**src/hdl/run_grouped_class_count_merger_defines.svh**
```systemverilog
// Assertion macros for the run-grouped class count merger.
// Used by the top level; expects signals named clk and rst in scope.
`ifndef RUN_GROUPED_CLASS_COUNT_MERGER_DEFINES_SVH
`define RUN_GROUPED_CLASS_COUNT_MERGER_DEFINES_SVH

`ifndef NO_ASSERTIONS
`define RGCM_ASSERT(lbl, expr, msg) \
  lbl: assert property (@(posedge clk) disable iff (rst) (expr)) else $error(msg);
`define RGCM_ASSERT_NEXT(lbl, ante, cons, msg) \
  lbl: assert property (@(posedge clk) disable iff (rst) (ante) |=> (cons)) else $error(msg);
`else
`define RGCM_ASSERT(lbl, expr, msg)
`define RGCM_ASSERT_NEXT(lbl, ante, cons, msg)
`endif

`endif

```
**src/hdl/rgcm_pkg.sv**
```systemverilog
// Shared types and constants of the run-grouped class count merger.
// No dependencies; imported by every module of the block.
package rgcm_pkg;

  localparam int KEY_W     = 64;
  localparam int CLASS_W   = 12;
  localparam int TOTAL_W   = 32;
  localparam int MAP_W     = CLASS_W + 1;
  localparam int NONE_IDX  = CLASS_W;
  localparam int OP_W      = 2;

  localparam int CLASS_TABLE_DEPTH_DEF = 4096;
  localparam int GROUP_CAPACITY_DEF    = 16;

  // Input tdata layout, lowest bit first.
  localparam int S_FIELDS_W = 2 * KEY_W + CLASS_W + TOTAL_W + CLASS_W + 1;
  localparam int S_TDATA_W  = ((S_FIELDS_W + 7) / 8) * 8;
  localparam int S_UMI_LO   = KEY_W;
  localparam int S_CLS_LO   = 2 * KEY_W;
  localparam int S_AMT_LO   = S_CLS_LO + CLASS_W;
  localparam int S_MRG_LO   = S_AMT_LO + TOTAL_W;
  localparam int S_NONE_BIT = S_MRG_LO + CLASS_W;

  // Output tdata layout, lowest bit first.
  localparam int M_FIELDS_W = 2 * KEY_W + CLASS_W + TOTAL_W;
  localparam int M_TDATA_W  = ((M_FIELDS_W + 7) / 8) * 8;
  localparam int M_PAD_W    = M_TDATA_W - M_FIELDS_W;

  localparam logic [OP_W-1:0] OP_LOAD   = 2'd0;
  localparam logic [OP_W-1:0] OP_RECORD = 2'd1;
  localparam logic [OP_W-1:0] OP_FLUSH  = 2'd2;

  typedef enum logic [1:0] {
    ST_IDLE,
    ST_LOOKUP,
    ST_EMIT,
    ST_ACCUM
  } state_t;

  typedef struct packed {
    logic               valid;
    logic [CLASS_W-1:0] cls;
    logic [TOTAL_W-1:0] total;
  } entry_t;

  typedef struct packed {
    logic               accum;
    logic               shift;
    logic [CLASS_W-1:0] cls;
    logic [TOTAL_W-1:0] amount;
  } cell_cmd_t;

endpackage

```
**src/hdl/rgcm_cell.sv**
```systemverilog
// One slot of the group store: holds a merged class and its running total.
// Depends on rgcm_pkg; cells form a chain that shifts toward slot zero.
module rgcm_cell import rgcm_pkg::*; (
  input  logic      clk,
  input  logic      rst,
  input  cell_cmd_t cmd,
  input  logic      any_hit,
  input  logic      prev_valid,
  input  entry_t    nxt,
  output entry_t    entry,
  output logic      hit
);

  logic capture;

  assign hit = entry.valid && (entry.cls == cmd.cls);
  // The first empty slot takes a class that no slot holds yet.
  assign capture = cmd.accum && !any_hit && !entry.valid && prev_valid;

  always_ff @(posedge clk) begin
    if (rst) begin
      entry.valid <= 1'b0;
    end else if (cmd.shift) begin
      entry.valid <= nxt.valid;
    end else if (capture) begin
      entry.valid <= 1'b1;
    end
    if (cmd.shift) begin
      entry.cls   <= nxt.cls;
      entry.total <= nxt.total;
    end else if (cmd.accum && hit) begin
      entry.total <= entry.total + cmd.amount;
    end else if (capture) begin
      entry.cls   <= cmd.cls;
      entry.total <= cmd.amount;
    end
  end

endmodule
```
**config.mk**
```make
export PLATFORM = sky130hd
export DESIGN_NAME = rgcm_cell
export DESIGN_NICKNAME = d
export VERILOG_FILES = /design/src/hdl/run_grouped_class_count_merger_defines.svh /design/src/hdl/rgcm_pkg.sv /design/src/hdl/rgcm_cell.sv
export SDC_FILE = /design/constraint.sdc
export NUM_CORES = 1
export LEC_CHECK = 0
export BUFFER_PORTS_ARGS = -buffer_cell sky130_fd_sc_hd__buf_2
export CORE_MARGIN = 4
export CORE_UTILIZATION = 35
export CTS_BUF_LIST = sky130_fd_sc_hd__clkbuf_8
export DETAILED_ROUTE_END_ITERATION = 10
export SLEW_MARGIN = 10
export SYNTH_ARGS = -nofsm -noshare
export SYNTH_HDL_FRONTEND = slang
export SYNTH_SLANG_ARGS = --single-unit
```
**constraint.sdc**
```tcl
create_clock -name clk -period 4.97 [get_ports clk]
set_input_delay 0.497 -clock clk [delete_from_list [all_inputs] [get_ports clk]]
set_output_delay 0.497 -clock clk [all_outputs]
set_load 0.02 [all_outputs]
```
==> metrics.csv, run 1 <==
metric,value,unit
status,completed,
Initial DRT Pass Iterations,4,
Max Slew Vio Count,0,
I/O pins,141,
share of power burned in combinational logic,37.4,%
Clock power frac,20.6,%
CP Class,register to register,
largest reg by FF count,entry,
RSZ-0062 raised after global routing,no,
die area,12900,sq um
clock slew at reported path FFs,0.10,ns
Setup crit start kind,register,
pre-CTS WS,1.54,ns
Layout Skew,0.0126,ns
via count,3653,
Post-layout nets,689,
top post-synthesis cells by area,"edfxtp_1 34%, ha_1 9.9%, o21ai_0 5.5%",
IO buf count,140,
area grow syn2layout,23.0,%
Switch Pwr,398,uW
routed len/inst,15.6,um
reg-to-reg endpoint,entry[30],
dpl hpwl,8670,um
switching share of total power,35.3,%
Slew headroom,47.8,%
Num CTS Buffers,5,
fmax,0.308,GHz
Yosys top cell by area,edfxtp_1,
Hold Crit Depth,2,
Mapped Cells,427,
Syn Std Cell Area,3910,sq um
initial antenna violation count,1,
layout cell share with drive strength beyond 1,31.9,%
arrival time worst endpoint,3.32,ns
worst r2r src,entry[0],
Hold Startpoint,rst,
detailed router's first-iteration violation count,157,
YS warnings,0,
total setup buffers inserted after CTS,0,
"Most Used Layer, Global Route",met2,
GR Overflow Total,0,
worst-case clock buffer depth,2,
H-tree depth,2,
Reg power frac,42.0,%
clk sink count,45,
Worst Path Required,5.04,ns
TritonCTS clock tree,done,
final setup fails,0,
slowest cell on the critical path,fa_1,
Vert. Die Dim,114,um
"IR drop worst, VDD",0.107,mV
r2r setup slk,1.72,ns
antenna violation net count after detailed routing,0,
largest net degree at the start of global routing,78,
Worst Setup End Kind,register,
TNS Setup,0,ns
root buf cell,clkbuf_8,
worst-margin pin slew,0.783,ns
clk_lat worst skew,0.31,ns
vias in the first global route,3753,
fin crit period,3.25,ns
cells along the critical path,ha_1 -> fa_1 -> a21o_1 -> a21oi_1 -> o21ai_1 -> a22oi_1 -> a21oi_1 -> o2111a_1 -> or2_1 -> a31oi_1 -> xor2_1 -> o21ai_1,
number of flip-flops in the largest register,45,
Leakage,0.00212,uW
syn_area_per_cell,9.16,sq um
Critical Path Max Stage Delay,0.42,ns
die width,114,um
cts repair resizes,0,
share of the synthesized area in the top cell type,33.8,%
M2 GR Usage,29.6,%
row cnt,38,
core area,10900,sq um
met3 Resource Use GR,4.77,%
hold buffer count at cts,0,
post-synth cell types,57,
Post-synth EDFFs,44,
Final Cycle Share,65.4,%
Int Power,730,uW
final hold vios,0,
r2r worst-path depth,12,
post-synthesis sequential area ratio,34.3,%
biggest regs,entry x45,
max-cap violations,0,
"Top FF cell, synth",edfxtp_1,
Seq cells post-synth,45,
worst hold path type,input pin to register,
syn nets,554,
Inserted Diodes,0,
Post-Route WL,11000,um
Total GRT Usage,16.8,%
asr flop ratio synth,0,%
Min-Delay Endpoint,entry[44],
first-pass GRT wire length,17800,um
Remaining DRCs,0,
RePlAce Congestion,0.877,
Via density,5.20,
M1 GR Usage,20.8,%
PwrDens,235,nW/um^2
Initial Util,35.9,%
fin worst setup slack,1.72,ns
"critical path fanouts, max",4,
==> layout make-up <==
cell class              count  area, sq um
well taps                 140          175
fillers                  1131         6080
multi-input cells         353         2430
clock inverters             2         7.51
repair buffers            143          736
flip-flops and latches     45         1340
inverters                  14         52.6
clock buffers               5         68.8
==> worst max-delay path, delay by kind of cell (launching register included) <==
kind                       cells  cell delay (ns)
AOI/OAI and AO/OA              8             1.54
adders and majority gates      2             0.65
DFF                            1             0.41
and+or+nand+nor                1             0.25
xor gates and xnor gates       1             0.18
==> kinds of logic (layout without fill, tap and decap cells) <==
logic type / Yosys count / count (layout) / synth area share (%)
AND/OR/NAND/NOR: 133 / 133 / 16.5
AO/OA/AOI/OAI: 127 / 127 / 20.1
flip-flops: 45 / 45 / 34.3
XOR/XNOR: 35 / 35 / 7.83
adder cells (fa/ha/maj): 32 / 32 / 10.4
buffers and inverters: 29 / 164 / 3.61
multiplexers: 26 / 26 / 7.16
==> cells in the final DEF, fill, tap and decap left out, types with 5 or more instances in the layout <==
cell type	n
and2_1	7
a21oi_1	41
nand3_1	8
nand4_1	6
ha_1	31
inv_1	15
nand2b_1	6
o21ai_0	43
edfxtp_1	44
mux2i_1	10
nor2_1	22
mux2_2	16
xnor2_1	24
a21o_1	6
nand2_1	52
nor3_1	10
xor2_1	11
clkbuf_8	5
buf_2	140
o21a_1	7
==> stage by stage <==
stage	area, sq um	power [uW]	cells	utilization [%]	hold WS [ns]
floorplan	3910	780	427	-	0.576
global placement	4730	899	695	43.5	0.509
detailed placement	4730	906	695	43.5	0.517
CTS	4810	1140	702	44.2	0.327
global route	4810	1200	702	44.2	0.352
finish	4810	1130	702	44.2	0.339
==> cell usage after synthesis, types with 2 or more instances <==
| cell | number |
|---|---|
| o21ai_1 | 3 |
| xnor2_1 | 24 |
| a21oi_2 | 2 |
| o31a_1 | 4 |
| xor2_1 | 11 |
| and2_1 | 7 |
| o21ai_2 | 3 |
| mux2_2 | 16 |
| nand2_1 | 52 |
| nand4_1 | 6 |
| edfxtp_1 | 44 |
| nand3_1 | 8 |
| o21ai_0 | 43 |
| clkbuf_1 | 10 |
| nor3_1 | 10 |
| a21boi_0 | 3 |
| nand2b_1 | 6 |
| inv_1 | 14 |
| and3_2 | 3 |
| nor4_1 | 3 |
| buf_1 | 3 |
| mux2i_1 | 10 |
| a31oi_1 | 3 |
| o21a_1 | 7 |
| a21o_1 | 6 |
| a21oi_1 | 41 |
| ha_1 | 31 |
| nand3b_1 | 2 |
| nor2b_1 | 3 |
| nor2_1 | 22 |
==> per-layer routing <==
layer | vias to the layer above | part of all wire, %
met1 | 1700 | 43
li1 | 1834 | -
met3 | 6 | 7.6
met2 | 111 | 48
met4 | 2 | 0.54
met5 | - | 0.064
==> worst max-delay path by stage <==
stage,depth (start not counted),to,start
3_5_place_dp,13,entry[30],cmd[0]
2_1_floorplan,12,entry[30],entry[0]
6_report,12,entry[30],entry[0]
4_1_cts,12,entry[30],entry[0]
5_1_grt,12,entry[30],entry[0]
3_3_place_gp,13,entry[30],cmd[0]
==> power groups by stage <==
stage | Clock (uW) | Sequential [uW] | Combinational (uW)
2_1_floorplan | 0 | 516 | 264
3_3_place_gp | 0 | 481 | 418
3_5_place_dp | 0 | 483 | 423
4_1_cts | 243 | 475 | 425
5_1_grt | 254 | 479 | 470
6_report | 233 | 474 | 422
No activity file was read; power rests on OpenSTA's default activity.
==> run 2: changes to the inputs <==
Settings changed: ABC_AREA set to 1.
Clock period 4.97 ns to 3 ns, I/O delays scaled along.
==> run 2 against run 1 <==
Worst setup slack worse by 1.1 ns. Combinational power increased by 110%. Sequential cell count stayed put. Sequential power rose by 66%. Synthesized cell count grew 98%. Clock power grew 91%. Critical path depth stayed put. Cell count rose by 67%. Cell area grew 28%. Core utilization decreased by 2.0 points. Register-to-register slack worse by 1.1 ns. Largest power group is now combinational logic.
==> metrics.csv, run 2 <==
metric,value,unit,change
status,completed,,
"commonest non-fill, non-tap cells in the layout","368 x nand2_1, 166 x inv_1, 140 x buf_2",,
Mapped Cells,847,,+98%
worst-case clock buffer depth,2,,unchanged
CP Class,register to register,,
Remaining DRCs,0,,unchanged
WP buf/inv,0,,unchanged
biggest regs,entry x45,,
Worst Setup End Kind,register,,
"most common cell after layout, fill and taps aside",nand2_1,,
cts repair resizes,0,,unchanged
Clock power frac,20.9,%,+0.3 points
multi-input logic area,3100,sq um,+28%
H-tree depth,2,,unchanged
routed len/inst,13.3,um,-15%
cells along the critical path,ha_1 -> fa_1 -> nand3_1 -> nand3_1 -> nand3_1 -> nand3_1 -> nand2_1 -> nand2_1 -> nand2_1 -> nand3_2 -> nand2_1 -> nand2_1,,
Int Power,1260,uW,+73%
vias in the first global route,5154,,+37%
final setup fails,0,,unchanged
worst hold path type,input pin to register,,
worst-margin pin slew,0.654,ns,-0.128 ns
Via density,4.53,,-13%
final hold vios,0,,unchanged
top post-synthesis cells by count,"368 x nand2_1, 165 x inv_1, 52 x nand3_1",,
syn nets,974,,+76%
Num CTS Buffers,5,,unchanged
most frequent cell after synthesis,nand2_1,,
TNS Setup,0,ns,unchanged
"critical path fanouts, max",4,,unchanged
number of flip-flops in the largest register,45,,unchanged
area grow syn2layout,18.5,%,
post-synth cell types,37,,-35%
via count,5305,,+45%
die area,16800,sq um,+30%
Critical Path Max Stage Delay,0.46,ns,+0.04 ns
RSZ-0062 raised after global routing,no,,
PwrDens,347,nW/um^2,+48%
Post-Route WL,15500,um,+42%
fill count,1621,,+43%
total setup buffers inserted after CTS,0,,unchanged
post-synthesis sequential area ratio,25.9,%,-8.4 points
clock slew at reported path FFs,0.11,ns,about the same
Syn Std Cell Area,5180,sq um,+32%
Total GRT Usage,18.5,%,+1.7 points
core area,14500,sq um,+33%
Switch Pwr,868,uW,+120%
largest net degree at the start of global routing,34,,-56%
dpl hpwl,12600,um,+45%
Initial Util,35.6,%,-0.32 points
share of power burned in combinational logic,42.2,%,+4.8 points
Leakage,0.00357,uW,+69%
IO buf count,140,,unchanged
"most used cell, CP",nand2_1,,
arrival time worst endpoint,2.48,ns,-0.84 ns
clk_lat worst skew,0.33,ns,+0.02 ns
Seq cells post-synth,45,,unchanged
first-pass GRT wire length,24700,um,+39%
switching share of total power,40.8,%,+5.5 points
share of the synthesized area in the top cell type,26.7,%,-7.1 points
die width,130,um,+14%
largest reg by FF count,entry,,
Layout Skew,0.0123,ns,-0.000240 ns
Register Area,1340,sq um,unchanged
YS warnings,0,,unchanged
"Top FF cell, synth",edfxtp_1,,
Setup crit start kind,register,,
"IR drop worst, VDD",0.175,mV,+64%
max-cap violations,0,,unchanged
initial antenna violation count,5,,+4
RePlAce Congestion,0.902,,+2.8%
asr flop ratio synth,0,%,unchanged
root buf cell,clkbuf_8,,
DP Cell Count,1161,,+67%
"Largest delay share family, worst path",simple AND/OR/NAND/NOR gates,,
detailed router's first-iteration violation count,285,,+82%
layout cell share with drive strength beyond 1,19.7,%,-12 points
fmax,0.422,GHz,+37%
fin crit period,2.37,ns,-0.878 ns
Reg power frac,37.0,%,-5.0 points
slowest cell on the critical path,fa_1,,
I/O pins,141,,unchanged
Worst Path Required,3.11,ns,-1.93 ns
Max Slew Vio Count,0,,unchanged
Post-layout nets,1111,,+61%
Layout Cells excl Fill,1170,,+67%
row cnt,44,,+16%
final core occ,42.2,%,-2.0 points
Vert. Die Dim,130,um,+14%
syn_area_per_cell,6.11,sq um,-33%
Yosys top cell by area,nand2_1,,
hold buffer count at cts,0,,unchanged
Slew headroom,56.1,%,+8.3 points
Initial DRT Pass Iterations,6,,+2
top post-synthesis cells by area,"nand2_1 27%, edfxtp_1 26%, inv_1 12%",,
Post-synth EDFFs,44,,unchanged
TritonCTS clock tree,done,,
clk sink count,45,,unchanged
GR Overflow Total,0,,unchanged
antenna violation net count after detailed routing,0,,unchanged
Final Cycle Share,79.0,%,+14 points
[run 2: worst reg2reg max path: stages, from the launching register on]
cell	delay, ns
edfxtp_1	0.42
ha_1	0.24
fa_1	0.46
nand3_1	0.12
nand3_1	0.17
nand3_1	0.12
nand3_1	0.17
nand2_1	0.16
nand2_1	0.06
nand2_1	0.07
nand3_2	0.05
nand2_1	0.08
nand2_1	0.05
[run 2: cell families (layout without fill, tap and decap cells)]
logic type               count (synthesis)  count (layout)  synth area share (%)
flip-flops                              45              45                  25.9
XOR/XNOR                                17              17                  2.88
buffers and inverters                  183             321                  14.2
AO/OA/AOI/OAI                           60              60                  7.40
AND/OR/NAND/NOR                        510             510                  41.8
adder cells (fa/ha/maj)                 32              32                  7.88
other                                    0               1                     0
[run 2: power by group through the flow]
stage / Clock (uW) / Combinational (uW) / Sequential [uW]
floorplan: 0 / 565 / 856
global placement: 0 / 895 / 801
detailed placement: 0 / 897 / 801
CTS: 455 / 901 / 787
global route: 477 / 1020 / 792
finish: 444 / 897 / 786
[run 2: area by class of cell]
class	count	share of cell area, %
clock inverter	2	0.184
antenna	1	0.0408
tap	184	3.75
timing repair buffer	144	11.9
multi-input combinational	619	50.6
clock buffer	6	1.35
sequential	45	21.9
inverter	169	10.3
[run 2: through the flow]
stage	setup WS [ns]	instance area, sq um	power, uW	hold slack, ns
6_report	0.630	6130	2130	0.208
4_1_cts	0.613	6130	2140	0.197
3_5_place_dp	0.611	6040	1700	0.553
2_1_floorplan	0.623	5180	1420	0.460
3_3_place_gp	0.641	6040	1700	0.555
5_1_grt	0.363	6130	2290	0.226
[run 2: metal layers]
layer / global-route usage, % / wire length (um) / up-vias
met2: 30.8 / 7010 / 147
li1: - / - / 2874
met3: 5.89 / 1320 / 18
met4: 3.79 / 153 / 8
met1: 23.7 / 7000 / 2258
met5: 0 / 41 / -
[run 2: path summary, 6_finish.rpt]
check / startpoint / to / slack, ns / depth (start not counted)
setup reg to reg: entry[0] / entry[28] / 0.63 / 12
hold / removal: rst / entry[44] / 0.21 / 4
hold reg to reg: entry[44] / entry[44] / 0.62 / 2
setup / recovery: entry[0] / entry[28] / 0.63 / 12
